--- src/design/agps_pkg.sv ---
package agps_pkg;

  localparam int SIZE_BITS  = 12;
  localparam int FRAC_BITS  = 16;
  localparam int COORD_W    = 32;
  localparam int COLOR_W    = 32;
  // period = (inner + border) << FRAC_BITS
  localparam int PER_W      = SIZE_BITS + 1 + FRAC_BITS;
  localparam int CELL_W     = SIZE_BITS + 1;

  // restoring divider: dividend, divisor, one quotient bit per stage
  localparam int DIV_N_W    = COORD_W + FRAC_BITS;
  localparam int DIV_D_W    = COORD_W;
  localparam int DIV_STAGES = DIV_N_W;

  localparam int FIFO_DEPTH = 4;
  localparam int FIFO_PTR_W = $clog2(FIFO_DEPTH);

  localparam int ADDR_W     = 5;
  localparam int REG_IDX_W  = 3;

  localparam logic [REG_IDX_W-1:0] REG_INNER_WIDTH  = 3'd0;
  localparam logic [REG_IDX_W-1:0] REG_INNER_HEIGHT = 3'd1;
  localparam logic [REG_IDX_W-1:0] REG_BORDER_H     = 3'd2;
  localparam logic [REG_IDX_W-1:0] REG_BORDER_V     = 3'd3;
  localparam logic [REG_IDX_W-1:0] REG_INNER_COLOR  = 3'd4;
  localparam logic [REG_IDX_W-1:0] REG_BORDER_COLOR = 3'd5;
  localparam logic [REG_IDX_W-1:0] REG_PROJECTIVE   = 3'd6;

  typedef struct packed {
    logic [SIZE_BITS-1:0] inner_width;
    logic [SIZE_BITS-1:0] inner_height;
    logic [SIZE_BITS-1:0] border_h_thickness;
    logic [SIZE_BITS-1:0] border_v_thickness;
    logic [COLOR_W-1:0]   inner_color;
    logic [COLOR_W-1:0]   border_color;
    logic                 projective_mode;
  } cfg_t;

  // entry of the queue between front and back
  typedef struct packed {
    logic [COORD_W-1:0] x;
    logic [COORD_W-1:0] y;
    logic               force_border;
    logic               fault;
  } fq_t;

endpackage

--- src/design/agps_fifo.sv ---
module agps_fifo (
  input  logic            clk,
  input  logic            rst,
  input  logic            push,
  input  agps_pkg::fq_t   din,
  input  logic            pop,
  output agps_pkg::fq_t   dout,
  output logic            full,
  output logic            empty
);
  import agps_pkg::*;

  fq_t                  entries [0:FIFO_DEPTH-1];
  logic [FIFO_PTR_W-1:0] wr_ptr;
  logic [FIFO_PTR_W-1:0] rd_ptr;
  logic [FIFO_PTR_W:0]   count;

  assign full  = count == (FIFO_PTR_W+1)'(FIFO_DEPTH);
  assign empty = count == '0;
  assign dout  = entries[rd_ptr];

  always_ff @(posedge clk) begin
    if (push) begin
      entries[wr_ptr] <= din;
    end
  end

  always_ff @(posedge clk) begin
    if (rst) begin
      wr_ptr <= '0;
      rd_ptr <= '0;
      count  <= '0;
    end else begin
      if (push) wr_ptr <= wr_ptr + 1'b1;
      if (pop)  rd_ptr <= rd_ptr + 1'b1;
      if (push && !pop)      count <= count + 1'b1;
      else if (pop && !push) count <= count - 1'b1;
    end
  end

`ifndef SYNTHESIS
  a_no_overflow: assert property (@(posedge clk) disable iff (rst) push |-> !full)
    else $error("queue push while full");
  a_no_underflow: assert property (@(posedge clk) disable iff (rst) pop |-> !empty)
    else $error("queue pop while empty");
  a_count_up: assert property (@(posedge clk) disable iff (rst)
    (push && !pop) |=> count == $past(count) + 1'b1)
    else $error("queue count did not follow push");
`endif

endmodule

--- config.mk ---
export PLATFORM = sky130hd
export DESIGN_NAME = agps_fifo
export DESIGN_NICKNAME = d
export VERILOG_FILES = /design/src/design/agps_pkg.sv /design/src/design/agps_fifo.sv
export SDC_FILE = /design/constraint.sdc
export NUM_CORES = 1
export LEC_CHECK = 0
export ABC_AREA = 1
export BUFFER_PORTS_ARGS = -buffer_cell sky130_fd_sc_hd__buf_2
export CORE_MARGIN = 2
export CORE_UTILIZATION = 40
export DETAILED_ROUTE_END_ITERATION = 10
export HOLD_SLACK_MARGIN = 0.05
export MAX_ROUTING_LAYER = met4
export SLEW_MARGIN = 15
export SYNTH_ARGS = -nofsm -noshare
export SYNTH_HDL_FRONTEND = slang
export SYNTH_SLANG_ARGS = --single-unit
--- constraint.sdc ---
create_clock -name clk -period 2.85 [get_ports clk]
set_input_delay 0.285 -clock clk [delete_from_list [all_inputs] [get_ports clk]]
set_output_delay 0.285 -clock clk [all_outputs]
set_load 0.05 [all_outputs]
==> summary.txt <==
Critical path
  – Crit-path slowest cell: dfxtp_4
  – Max stage delay on crit path: 0.43 ns
  – Reg2Reg Depth: 5
  – CP startpoint kind: flop
  – Crit-path cells: inv_6 -> buf_12 -> o21ai_0 -> o22ai_2 -> buf_2
  – Worst reg2reg path endpoint: entries[2][2]
  – Worst EP arrival: 2.26 ns
  – Critical path class: flop to output pin
  – Worst reg2reg startpoint: wr_ptr[0]
  – Critical path endpoint category: output pin
  – Flop2flop setup slack: 1.01 ns
  – Max FO, Critical Path: 35
  – CP Data Required Time: 2.57 ns

Worst hold path
  – Hold Path Class: primary input to flop
  – Worst Hold Launch: pop
  – Hold Path Depth: 3

Clock network
  – Resize count post-CTS: 0
  – Hold_buf cts: 67
  – Total setup buffers inserted after CTS: 0
  – CTS root buf: clkbuf_16
  – Worst-path clk slew: 0.06 ns
  – Total CTS buffers: 28
  – Clock Path Buffers: 3
  – CTS tree: built
  – Worst-Skew Late Latency: 0.53 ns
  – CTS sink count: 273
  – H-tree levels: 1

Die
  – Die area: 0.0284 mm^2
  – Core area: 0.0268 mm^2
  – Die Wd: 169 um
  – Row cnt: 60
  – Initial Utilization: 40.4%
  – Chip height: 169 um
  – Io pins: 138

Power
  – Power Dens Cells: 703 mW/mm^2
  – Clock power frac: 36.1%
  – Seq pwr share: 49.2%
  – Sw Ratio: 26.0%
  – Design internal power: 0.00698 W
  – Max VDD drop: 0.000519 V
  – Pleak: 4.67 nW
  – Combinational Power Share: 14.7%
  – NetSw: 0.00246 W

Drt
  – First-pass DRT Iterations: 4
  – WL final: 22.1 mm
  – Drt initial violations: 388
  – Avg WL per Cell: 17.5 um
  – Post-DR vias/cell: 5.06
  – # DRC: 0
  – DR vias: 6391
  – Final ANT Viol Nets: 0

STA
  – Measured slew at the worst slew-check pin: 0.522 ns
  – Final WS setup: 0.302 ns
  – Fin. Hold Viols: 0
  – Final Setup Violations: 0
  – Share of the clock period used by the worst path after layout: 89.4%
  – Maximum clock frequency: 392 MHz
  – Fin Setup TNS: 0 ns
  – Final min period: 2.55 ns
  – RSZ-0062 raised after global routing: no
  – Slew Viols, Final: 0
  – Slew headroom: 65.2%
  – Clock skew: 0.0126 ns

Yosys
  – Mapped Nets: 772
  – Post-Synthesis Cells: 696
  – Post-synthesis sequential area ratio: 74.9%
  – Cell taking the most area after synthesis: edfxtp_1
  – Area contributors post-synth: edfxtp_1 (73%), o21ai_0 (5.7%), o22ai_2 (4.6%), nor2_4 (4.2%), nor2_1 (3.2%)
  – Synth cell types: 26
  – Synth top area share: 73.2%
  – Synth Warn #: 0
  – Syn Area/Cell: 15.6 um^2
  – FF+latch count, synth: 273
  – Cell area after synthesis: 0.0108 mm^2

Global routing
  – Total GRT Usage: 15.7%
  – Number of global-route vias before repair: 6294
  – Initial antenna violation count: 1
  – Grt ovf: 0
  – Largest net degree at the start of global routing: 67
  – First-pass GRT wire length: 34.0 mm

Finish
  – Fillers: 2274
  – Synth-to-layout area growth: 23.9%
  – Share of cells above drive strength 1: 31.2%
  – Final core utilization: 50.1%
  – Post-layout nets: 979

Place
  – Pre-CTS setup slack: 0.821 ns
  – IO Port Bufs: 137
  – Hpwl dp: 12.6 mm
  – Final Wtd Congestion: 0.694

Run status
  – Status: finished clean

Job
  – Maxcap violations: 0
## Yosys cell counts
| master | number |
|---|---|
| edfxtp_1 | 264 |
| o21ai_0 | 123 |
| nor2_1 | 92 |
| nor2_4 | 40 |
| o22ai_2 | 40 |
| o22ai_1 | 26 |
| clkbuf_1 | 22 |
| inv_1 | 15 |
| o21ai_1 | 10 |
| buf_2 | 9 |
| dfxtp_1 | 9 |
| nand2_1 | 9 |
| nor2_2 | 6 |
| buf_12 | 5 |
| buf_6 | 5 |
| ha_1 | 5 |
| o21ai_2 | 4 |
| a21oi_1 | 3 |
| nor3_1 | 2 |
| buf_4 | 1 |
| fa_1 | 1 |
| inv_2 | 1 |
| inv_6 | 1 |
| nand3_1 | 1 |
| nand4_1 | 1 |
| xor2_1 | 1 |
## per-layer routing
metal	global-route usage [%]	part of all wire [%]	vias to the layer above
li1	-	-	3023
met3	2.88	4.8	36
met4	3.75	1.6	0
met5	-	0	-
met1	21.3	46	3188
met2	24.9	47	144
## power groups by stage
stage | combinational (W) | clock [W] | sequential (W)
global route | 0.00148 | 0.00364 | 0.00466
floorplan | 0.000975 | 0 | 0.00472
finish | 0.00139 | 0.00341 | 0.00464
CTS | 0.00141 | 0.00350 | 0.00464
detailed placement | 0.00133 | 0 | 0.00473
global placement | 0.00132 | 0 | 0.00472
## cell type report
cell class,count,area (um^2),share of cell area [%]
antenna,1,2.50,0.0186
timing repair buffer,219,1580,11.8
multi-input combinational,364,2360,17.6
tap,341,427,3.18
clock buffer,40,797,5.94
sequential,273,8110,60.5
clock inverter,9,66.3,0.494
inverter,17,73.8,0.550
## registers in the layout, indices dropped and copies added, names as in the netlist, named ones only
register	flops
entries	264
count	3
rd_ptr	2
wr_ptr	2
## cell usage in the layout, fill, tap and decap left out, types with 11 or more instances in the layout
cell           synthesis  layout
edfxtp_1             264     264
buf_2                  9     137
o22ai_2               40      40
nor2_4                40      40
nor2_1                92      92
clkbuf_16              0      29
dlygate4sd3_1          0      67
o21ai_0              123     123
o22ai_1               26      26
inv_1                 15      11
## critical path: cells and delay by family (launching register included)
| family | cells | cell delay (ns) |
|---|---|---|
| AO/OA/AOI/OAI | 2 | 0.28 |
| buffers and inverters | 3 | 0.95 |
| flip-flops | 1 | 0.43 |
## logic make-up (layout without fill, tap and decap cells)
kind of cell               count (synthesis)  in the layout  synth area share, %
DFF                                      273            273                 74.9
adders and majority gates                  6              6                0.763
AOI/OAI and AO/OA                        206            206                 12.7
and+or+nand+nor                          151            151                 8.21
other                                      0              1                    0
buffers and inverters                     59            285                 3.33
xor gates and xnor gates                   1              1               0.0809
## stage by stage
| step | hold slack, ns | instances | cell area, um^2 | total power (W) |
|---|---|---|---|---|
| floorplan | 0.357 | 696 | 10800 | 0.00569 |
| global placement | 0.438 | 1147 | 11900 | 0.00604 |
| detailed placement | 0.460 | 1147 | 11900 | 0.00606 |
| CTS | 0.0527 | 1263 | 13400 | 0.00955 |
| global route | 0.104 | 1264 | 13400 | 0.00978 |
| finish | 0.0849 | 1264 | 13400 | 0.00944 |
## worst max path at each step
stage / from / to / slack [ns] / cells after the start
after floorplan: wr_ptr[0] / entries[2][0] / 0.56 / 4
after global placement: flop / dout[33] / 0.84 / 4
after detailed placement: flop / dout[33] / 0.82 / 4
after CTS: flop / dout[33] / 0.24 / 4
after global routing: flop / dout[33] / 0.10 / 4
final: flop / dout[9] / 0.30 / 5
Power figures use the tool's default switching activity.
